===== src/rtl/dpst_pkg.sv =====
package dpst_pkg;

   localparam int STORE_DEPTH = 64;
   localparam int CNT_W       = $clog2(STORE_DEPTH + 1);
   localparam int IDX_W       = $clog2(STORE_DEPTH);
   localparam int ADDR_W      = 64;
   localparam int MIN_SHIFT   = 12;
   localparam int MAX_SHIFT   = 20;
   localparam int ENTRY_W     = ADDR_W - MIN_SHIFT;
   localparam int THR_W       = 8;
   localparam int SHIFT_W     = 5;
   localparam int CSR_DATA_W  = 32;
   localparam int CSR_ADDR_W  = 3;

   localparam logic [THR_W-1:0]   THR_RESET   = THR_W'(100);
   localparam logic [SHIFT_W-1:0] SHIFT_RESET = SHIFT_W'(14);

   typedef enum logic [0:0] {
      REG_FLUSH_THRESHOLD = 1'b0,
      REG_PAGE_SHIFT      = 1'b1
   } csr_index_type;

   // controller -> datapath
   typedef struct packed {
      logic capture;   // latch a new write address
      logic scan;      // search the page set
      logic update;    // commit insert or drop
      logic insert;    // page was not found in the set
      logic fl_read;   // read one stored page for the flush
      logic load;      // move the read page into the output register
      logic clear;     // end of flush: empty set and counters
   } dpst_cmd_type;

   // datapath -> controller
   typedef struct packed {
      logic hit;
      logic scan_done;
      logic flush_due;
      logic out_free;
      logic last;
   } dpst_status_type;

endpackage


===== src/rtl/dpst_csr.sv =====
module dpst_csr
   import dpst_pkg::*;
(
   input  logic                  clock,
   input  logic                  reset,
   input  logic                  csr_psel,
   input  logic                  csr_penable,
   input  logic                  csr_pwrite,
   input  logic [CSR_ADDR_W-1:0] csr_paddr,
   input  logic [CSR_DATA_W-1:0] csr_pwdata,
   output logic [CSR_DATA_W-1:0] csr_prdata,
   output logic                  csr_pready,
   output logic [THR_W-1:0]      threshold,
   output logic [SHIFT_W-1:0]    eff_shift
);

   logic [THR_W-1:0]   thr_ff, thr_in;
   logic [SHIFT_W-1:0] shift_ff, shift_in;
   logic               wr_en;
   csr_index_type      idx;

   assign csr_pready = 1'b1;
   assign wr_en      = csr_psel && csr_penable && csr_pwrite && csr_pready;
   assign idx        = csr_index_type'(csr_paddr[2]);

   always_comb begin
      thr_in   = thr_ff;
      shift_in = shift_ff;
      if (wr_en) begin
         unique case (idx)
            REG_FLUSH_THRESHOLD: thr_in   = csr_pwdata[THR_W-1:0];
            REG_PAGE_SHIFT:      shift_in = csr_pwdata[SHIFT_W-1:0];
            default: ;
         endcase
      end
   end

   always_comb begin
      unique case (idx)
         REG_FLUSH_THRESHOLD: csr_prdata = CSR_DATA_W'(thr_ff);
         REG_PAGE_SHIFT:      csr_prdata = CSR_DATA_W'(shift_ff);
         default:             csr_prdata = '0;
      endcase
   end

   // clamp the page shift to the supported range
   always_comb begin
      if (shift_ff < SHIFT_W'(MIN_SHIFT)) begin
         eff_shift = SHIFT_W'(MIN_SHIFT);
      end else if (shift_ff > SHIFT_W'(MAX_SHIFT)) begin
         eff_shift = SHIFT_W'(MAX_SHIFT);
      end else begin
         eff_shift = shift_ff;
      end
   end

   assign threshold = thr_ff;

   always_ff @(posedge clock) begin
      if (reset) begin
         thr_ff   <= THR_RESET;
         shift_ff <= SHIFT_RESET;
      end else begin
         thr_ff   <= thr_in;
         shift_ff <= shift_in;
      end
   end

endmodule


===== src/rtl/dpst_ctrl.sv =====
module dpst_ctrl
   import dpst_pkg::*;
(
   input  logic            clock,
   input  logic            reset,
   input  logic            req_tvalid,
   output logic            req_tready,
   input  dpst_status_type status,
   output dpst_cmd_type    cmd
);

   typedef enum logic [2:0] {
      ST_IDLE,
      ST_SEARCH,
      ST_UPDATE,
      ST_FL_READ,
      ST_FL_LOAD
   } state_type;

   state_type state_ff, state_in;
   logic      found_ff, found_in;

   assign req_tready = (state_ff == ST_IDLE);

   always_comb begin
      state_in = state_ff;
      found_in = found_ff;
      cmd      = '0;
      unique case (state_ff)
         ST_IDLE: begin
            if (req_tvalid) begin
               cmd.capture = 1'b1;
               state_in    = ST_SEARCH;
            end
         end
         ST_SEARCH: begin
            cmd.scan = 1'b1;
            if (status.hit || status.scan_done) begin
               found_in = status.hit;
               state_in = ST_UPDATE;
            end
         end
         ST_UPDATE: begin
            cmd.update = 1'b1;
            cmd.insert = !found_ff;
            state_in   = status.flush_due ? ST_FL_READ : ST_IDLE;
         end
         ST_FL_READ: begin
            cmd.fl_read = 1'b1;
            state_in    = ST_FL_LOAD;
         end
         ST_FL_LOAD: begin
            if (status.out_free) begin
               cmd.load = 1'b1;
               if (status.last) begin
                  cmd.clear = 1'b1;
                  state_in  = ST_IDLE;
               end else begin
                  state_in  = ST_FL_READ;
               end
            end
         end
         default: state_in = ST_IDLE;
      endcase
   end

   always_ff @(posedge clock) begin
      if (reset) begin
         state_ff <= ST_IDLE;
         found_ff <= 1'b0;
      end else begin
         state_ff <= state_in;
         found_ff <= found_in;
      end
   end

endmodule


===== src/rtl/dpst_dpath.sv =====
module dpst_dpath
   import dpst_pkg::*;
(
   input  logic               clock,
   input  logic               reset,
   input  logic [ADDR_W-1:0]  req_tdata,
   input  logic [THR_W-1:0]   threshold,
   input  logic [SHIFT_W-1:0] eff_shift,
   input  dpst_cmd_type       cmd,
   output dpst_status_type    status,
   output logic               rsp_tvalid,
   input  logic               rsp_tready,
   output logic [ADDR_W-1:0]  rsp_tdata,
   output logic               rsp_tlast,
   output logic               rsp_tuser
);

   logic [ENTRY_W-1:0] mem [STORE_DEPTH];

   logic [ENTRY_W-1:0] entry_ff, entry_in;
   logic [ENTRY_W-1:0] rd_data_ff;
   logic               rd_vld_ff, rd_vld_in;
   logic               rd_en;
   logic [CNT_W-1:0]   ptr_ff, ptr_in;
   logic [CNT_W-1:0]   count_ff, count_in;
   logic [THR_W-1:0]   wc_ff, wc_in;
   logic               drop_ff, drop_in;
   logic               full;
   logic               wr_en;
   logic [SHIFT_W-1:0] sh_off;
   logic [ENTRY_W-1:0] mask;
   logic               ovalid_ff, ovalid_in;
   logic [ADDR_W-1:0]  odata_ff;
   logic               olast_ff;
   logic               ouser_ff;

   assign sh_off   = eff_shift - SHIFT_W'(MIN_SHIFT);
   assign mask     = {ENTRY_W{1'b1}} << sh_off;
   assign entry_in = req_tdata[ADDR_W-1:MIN_SHIFT] & mask;
   assign full     = (count_ff >= CNT_W'(STORE_DEPTH));
   assign wr_en    = cmd.update && cmd.insert && !full;

   assign status.hit       = rd_vld_ff && (rd_data_ff == entry_ff);
   assign status.scan_done = (ptr_ff == count_ff) && !rd_vld_ff;
   assign status.flush_due = (wc_ff >= threshold);
   assign status.out_free  = !ovalid_ff || rsp_tready;
   assign status.last      = (({1'b0, ptr_ff} + (CNT_W + 1)'(1)) == {1'b0, count_ff});

   assign rd_en = (cmd.scan && (ptr_ff < count_ff) && !status.hit) || cmd.fl_read;

   always_comb begin
      ptr_in    = ptr_ff;
      rd_vld_in = 1'b0;
      count_in  = count_ff;
      wc_in     = wc_ff;
      drop_in   = drop_ff;
      if (cmd.capture) begin
         ptr_in = '0;
         wc_in  = wc_ff + THR_W'(1);
      end
      if (cmd.scan && rd_en) begin
         ptr_in    = ptr_ff + CNT_W'(1);
         rd_vld_in = 1'b1;
      end
      if (cmd.update) begin
         ptr_in = '0;
         if (cmd.insert && full) begin
            drop_in = 1'b1;
         end else if (cmd.insert) begin
            count_in = count_ff + CNT_W'(1);
         end
      end
      if (cmd.load) begin
         ptr_in = ptr_ff + CNT_W'(1);
      end
      if (cmd.clear) begin
         count_in = '0;
         wc_in    = '0;
         drop_in  = 1'b0;
      end
   end

   always_comb begin
      ovalid_in = ovalid_ff;
      if (cmd.load) begin
         ovalid_in = 1'b1;
      end else if (rsp_tready) begin
         ovalid_in = 1'b0;
      end
   end

   always_ff @(posedge clock) begin
      if (wr_en) begin
         mem[count_ff[IDX_W-1:0]] <= entry_ff;
      end
      if (rd_en) begin
         rd_data_ff <= mem[ptr_ff[IDX_W-1:0]];
      end
   end

   always_ff @(posedge clock) begin
      if (cmd.capture) begin
         entry_ff <= entry_in;
      end
      if (cmd.load) begin
         odata_ff <= {rd_data_ff, {MIN_SHIFT{1'b0}}};
         olast_ff <= status.last;
         ouser_ff <= drop_ff;
      end
   end

   always_ff @(posedge clock) begin
      if (reset) begin
         ptr_ff    <= '0;
         rd_vld_ff <= 1'b0;
         count_ff  <= '0;
         wc_ff     <= '0;
         drop_ff   <= 1'b0;
         ovalid_ff <= 1'b0;
      end else begin
         ptr_ff    <= ptr_in;
         rd_vld_ff <= rd_vld_in;
         count_ff  <= count_in;
         wc_ff     <= wc_in;
         drop_ff   <= drop_in;
         ovalid_ff <= ovalid_in;
      end
   end

   assign rsp_tvalid = ovalid_ff;
   assign rsp_tdata  = odata_ff;
   assign rsp_tlast  = olast_ff;
   assign rsp_tuser  = ouser_ff;

`ifndef ASSERT_OFF
   a_count_bound: assert property (@(posedge clock) disable iff (reset)
      count_ff <= CNT_W'(STORE_DEPTH))
      else $error("page count beyond store depth");

   a_load_free: assert property (@(posedge clock) disable iff (reset)
      cmd.load |-> (!ovalid_ff || rsp_tready))
      else $error("output register overwritten");

   a_hit_keeps: assert property (@(posedge clock) disable iff (reset)
      (cmd.update && !cmd.insert) |=> (count_ff == $past(count_ff)))
      else $error("known page changed the set");

   a_clear_last: assert property (@(posedge clock) disable iff (reset)
      cmd.clear |=> (rsp_tvalid && rsp_tlast && count_ff == '0))
      else $error("flush ended without last page");
`endif

endmodule


===== src/rtl/dirty_page_set_tracker.sv =====
// channel   dir  handshake                    payload
// req_      in   req_tvalid / req_tready      tdata = write_address[63:0]
// rsp_      out  rsp_tvalid / rsp_tready      tdata = page_address, tlast = last_page,
//                                             tuser = overflow
// csr_      in   psel / penable / pready      flush_threshold @0x0, page_shift @0x4
//
// Search: the set search reads one stored page per cycle from the page memory, so a write
//   takes longer as the set grows.
// A flush reads each page from memory, then loads it into the output register.
// Reset: synchronous, active high; empties the set and counters, loads register defaults.
// Stalls: rsp_tready low holds only the flush; a new write is taken while the last
//   flushed page still waits in the output register.
module dirty_page_set_tracker
   import dpst_pkg::*;
(
   input  logic                  clock,
   input  logic                  reset,
   input  logic                  req_tvalid,
   output logic                  req_tready,
   input  logic [ADDR_W-1:0]     req_tdata,   // [63:0] write_address
   output logic                  rsp_tvalid,
   input  logic                  rsp_tready,
   output logic [ADDR_W-1:0]     rsp_tdata,   // [63:0] page_address
   output logic                  rsp_tlast,
   output logic                  rsp_tuser,   // [0] overflow
   input  logic                  csr_psel,
   input  logic                  csr_penable,
   input  logic                  csr_pwrite,
   input  logic [CSR_ADDR_W-1:0] csr_paddr,
   input  logic [CSR_DATA_W-1:0] csr_pwdata,
   output logic [CSR_DATA_W-1:0] csr_prdata,
   output logic                  csr_pready
);

   logic [THR_W-1:0]   threshold;
   logic [SHIFT_W-1:0] eff_shift;
   dpst_cmd_type       cmd;
   dpst_status_type    status;

   // registers: threshold and clamped page shift
   dpst_csr u_csr (
      .clock       (clock),
      .reset       (reset),
      .csr_psel    (csr_psel),
      .csr_penable (csr_penable),
      .csr_pwrite  (csr_pwrite),
      .csr_paddr   (csr_paddr),
      .csr_pwdata  (csr_pwdata),
      .csr_prdata  (csr_prdata),
      .csr_pready  (csr_pready),
      .threshold   (threshold),
      .eff_shift   (eff_shift)
   );

   // sequence: accept, search, commit, then flush run when the count is due
   dpst_ctrl u_ctrl (
      .clock      (clock),
      .reset      (reset),
      .req_tvalid (req_tvalid),
      .req_tready (req_tready),
      .status     (status),
      .cmd        (cmd)
   );

   // page memory, counters, overflow flag and output register
   dpst_dpath u_dpath (
      .clock      (clock),
      .reset      (reset),
      .req_tdata  (req_tdata),
      .threshold  (threshold),
      .eff_shift  (eff_shift),
      .cmd        (cmd),
      .status     (status),
      .rsp_tvalid (rsp_tvalid),
      .rsp_tready (rsp_tready),
      .rsp_tdata  (rsp_tdata),
      .rsp_tlast  (rsp_tlast),
      .rsp_tuser  (rsp_tuser)
   );

endmodule

===== config.mk =====
export PLATFORM = sky130hd
export DESIGN_NAME = dirty_page_set_tracker
export DESIGN_NICKNAME = d
export VERILOG_FILES = /design/src/rtl/dpst_pkg.sv /design/src/rtl/dpst_csr.sv /design/src/rtl/dpst_ctrl.sv /design/src/rtl/dpst_dpath.sv /design/src/rtl/dirty_page_set_tracker.sv
export SDC_FILE = /design/constraint.sdc
export NUM_CORES = 2
export LEC_CHECK = 0
export ABC_AREA = 0
export BUFFER_PORTS_ARGS = -buffer_cell sky130_fd_sc_hd__clkbuf_2
export CAP_MARGIN = 20
export CORE_ASPECT_RATIO = 2
export CORE_MARGIN = 2
export CORE_UTILIZATION = 45
export CTS_BUF_LIST = sky130_fd_sc_hd__clkbuf_16
export DETAILED_ROUTE_END_ITERATION = 16
export HOLD_SLACK_MARGIN = 0.02
export PLACE_DENSITY = 0.6
export SLEW_MARGIN = 40
export SYNTH_ARGS = -nofsm -noshare
export SYNTH_HDL_FRONTEND = slang
export SYNTH_HIERARCHICAL = 1
export SYNTH_SLANG_ARGS = --single-unit

===== constraint.sdc =====
create_clock -name clock -period 5.25 [get_ports clock]
set_clock_uncertainty 0.2 [all_clocks]
set_input_delay 0.7875 -clock clock [delete_from_list [all_inputs] [get_ports clock]]
set_output_delay 0.7875 -clock clock [all_outputs]
set_load 0.005 [all_outputs]

==> reports/qor.txt <==
Run status = complete, no violations
Setup bufs post-CTS = 0
Initial antenna violation count = 29
Slew headroom = 39.97%
Minimum clock period = 4.219 ns
Mean post-synth cell area = 24.51 µm²
Hold Path Class = in -> reg
Startpoint Class = flip-flop
Yosys reg bits = 3528
Max-Cap Viols = 0
FILL cells = 22960
Clock root cell = clkbuf_16
Setup ws final = 1.031 ns
CTS buffer count = 307
Largest net degree at the start of global routing = 88
Routed vias = 63660
Routed WL per cell = 38.10 µm
Top FF cell, synth = edfxtp_1
Area of the multi-input gates = 28550 µm²
Crit-path max FO = 15
Crit path max-delay family = simple AND/OR/NAND/NOR gates
RSZ-0062 raised after global routing = false
Mapped Area = 135000 µm²
Worst r2r path cells = 8
Final hold slack = 0.07538 ns
Top-count cell post-synth = edfxtp_1
Final Hold Vio Count = 0
Synth warnings = 6
DRC Markers = 0
Vias per inst = 6.214
GP Congestion = 0.8658
Crit. End Element = flip-flop
Required time worst endpoint = 5.58 ns
Reg2reg setup slack = 1.03 ns
Clock sink count = 3528
Leakage power = 45.98 nW
CP cell instances = nor3b_1 > buf_4 > nor2b_1 > nand2_1 > nor3_1 > nand2_1 > nor2_4 > buf_4
Area Overhead vs Synth = 13.61%
Setup_tns = 0 ns
Io pins = 207
Register area = 105500 µm²
Fmax = 237.0 MHz
Core ar. = 298800 µm²
DIE AREA = 304800 µm²
Post_cts resized = 0
GRT Resource Usage Total = 25.74%
Fin crit share = 80.36%
Worst path max stage delay = 0.71 ns
Starting Density = 45.19%
Detailed Place HPWL = 223.9 mm
Worst path buffer plus inverter count = 2
Pwr per Cell Area = 362.0 nW/µm²
Vias in the first global route = 65020
Reg2reg start = u_ctrl/state_ff[1]
Initial DRC count = 8678
Setup Viol. Count Final = 0
CTS tree = done
Layout cells sized above 1 = 32.59%
Least-Margin Pin Slew = 0.9005 ns
Grt total ovfl = 0
Clock Latency Late Sink = 0.92 ns
Area leader, netlist = edfxtp_1
Register area share after synthesis = 78.14%
Reg clk slew, reported paths = 0.07 ns
Max IR drop VDD = 0.2573 mV
Final wirelength = 390.3 mm
CTS max path bufs = 4
Largest cells by area after synthesis = edfxtp_1, mux4_2, dfxtp_1, clkbuf_1, buf_4
Synth top cells by count = edfxtp_1, mux4_2, clkbuf_1
Worst path slowest cell = nor2_4
PortBufs = 131
Number of flops mapped to enable cells by yosys = 3486
Slew Viols, Final = 0
CTS HTree Levels = 5
Final Power = 55.54 mW
Cell variety after synth = 60
Cells after Synth = 5510
Final ANT Viol Nets = 0
Crit. Startpoint = u_ctrl/state_ff[1]
Post-synth top area share = 77.52%
Crit path to = u_dpath/mem[16][37]
Pre-CTS setup slack = 1.229 ns
Placement Rows = 284
DR pass1 iterations = 6
First-pass GRT wire length = 533.1 mm
R2R Path End = u_dpath/mem[16][37]
Width of the die = 391.4 µm
WP data arrival = 4.55 ns
WP depth = 8
CP Class = reg -> reg
Die height = 778.7 µm
Async SR Flop Fraction = 0%
Post-layout net count = 6131
==> cells in the final DEF, fill, tap and decap left out, types with 51 or more instances in the layout <==
master        n
buf_12       79
buf_4       189
clkbuf_16   316
clkbuf_2    130
clkinv_1     52
clkinv_2     51
edfxtp_1   3486
inv_1        88
mux4_2     1066
nor2_4       64
==> how the worst min path moves through the flow <==
stage                     startpoint                    end  depth (start not counted)
3_5_place_dp   u_dpath/rd_data_ff[0]  u_dpath/rsp_tdata[12]                          0
5_1_grt                req_tdata[29]   u_dpath/entry_ff[17]                          2
4_1_cts                req_tdata[29]   u_dpath/entry_ff[17]                          2
6_report               req_tdata[29]   u_dpath/entry_ff[17]                          2
2_1_floorplan        u_dpath/drop_ff      u_dpath/rsp_tuser                          0
3_3_place_gp       u_csr/shift_ff[0]      u_csr/shift_ff[0]                          2
==> where the power goes <==
group | internal, mW | leakage (nW) | switching (mW)
sequential | 31.3 | 31.7 | 0.104
combinational | 0.356 | 9.21 | 1.02
clock | 12.5 | 5.06 | 10.3
total | 44.1 | 46.0 | 11.4
==> state kept, by name, indices dropped and copies added, names as in the netlist <==
signal              count
u_dpath/rd_data_ff     52
u_dpath/rsp_tvalid      1
u_csr/threshold         8
u_dpath/rsp_tdata      52
u_dpath/ptr_ff          7
u_dpath/drop_ff         1
u_dpath/count_ff        7
u_ctrl/state_ff         3
u_dpath/mem          3328
u_dpath/rsp_tlast       1
u_dpath/rd_vld_ff       1
u_ctrl/found_ff         1
u_dpath/rsp_tuser       1
u_csr/shift_ff          5
u_dpath/wc_ff           8
u_dpath/entry_ff       52
==> logic make-up after synthesis <==
kind of cell	synth area share [%]
AND/OR/NAND/NOR	1.226
XOR/XNOR	0.3891
multiplexers	18.34
buffers and inverters	1.218
AO/OA/AOI/OAI	0.4836
adder cells (fa/ha/maj)	0.1946
flip-flops	78.14
other	0.008338
==> through the flow <==
stage,utilization [%],instances,instance area [µm²]
final,51.34,10250,153400
after detailed placement,47.87,9650,143000
after CTS,51.32,10240,153400
after floorplan,-,5544,135200
after global placement,47.78,9642,142800
after global routing,51.34,10240,153400
==> routing by layer <==
| layer | up-vias | GRT usage, % | wire [µm] |
|---|---|---|---|
| met5 | - | 0 | 0 |
| met2 | 3174 | 45.60 | 206400 |
| met3 | 680 | 4.376 | 30800 |
| li1 | 24620 | - | - |
| met1 | 35190 | 31.33 | 135700 |
| met4 | 0 | 10.20 | 17360 |
==> area by class of cell <==
class | count | area share, %
flip-flops and latches | 3528 | 68.79
clock inverters | 224 | 1.257
clock buffers | 316 | 5.154
diodes | 6 | 0.009786
inverters | 27 | 0.06606
repair buffers | 463 | 2.849
multi-input cells | 1677 | 18.61
well taps | 4004 | 3.265
==> what timing repair did <==
item | 4_1_cts | 5_1_grt
endpoints found under the hold margin | 50 | 0
hold buffers | 47 | 0
endpoints found under the setup margin | 0 | 0
No activity file was read; power rests on OpenSTA's default activity.
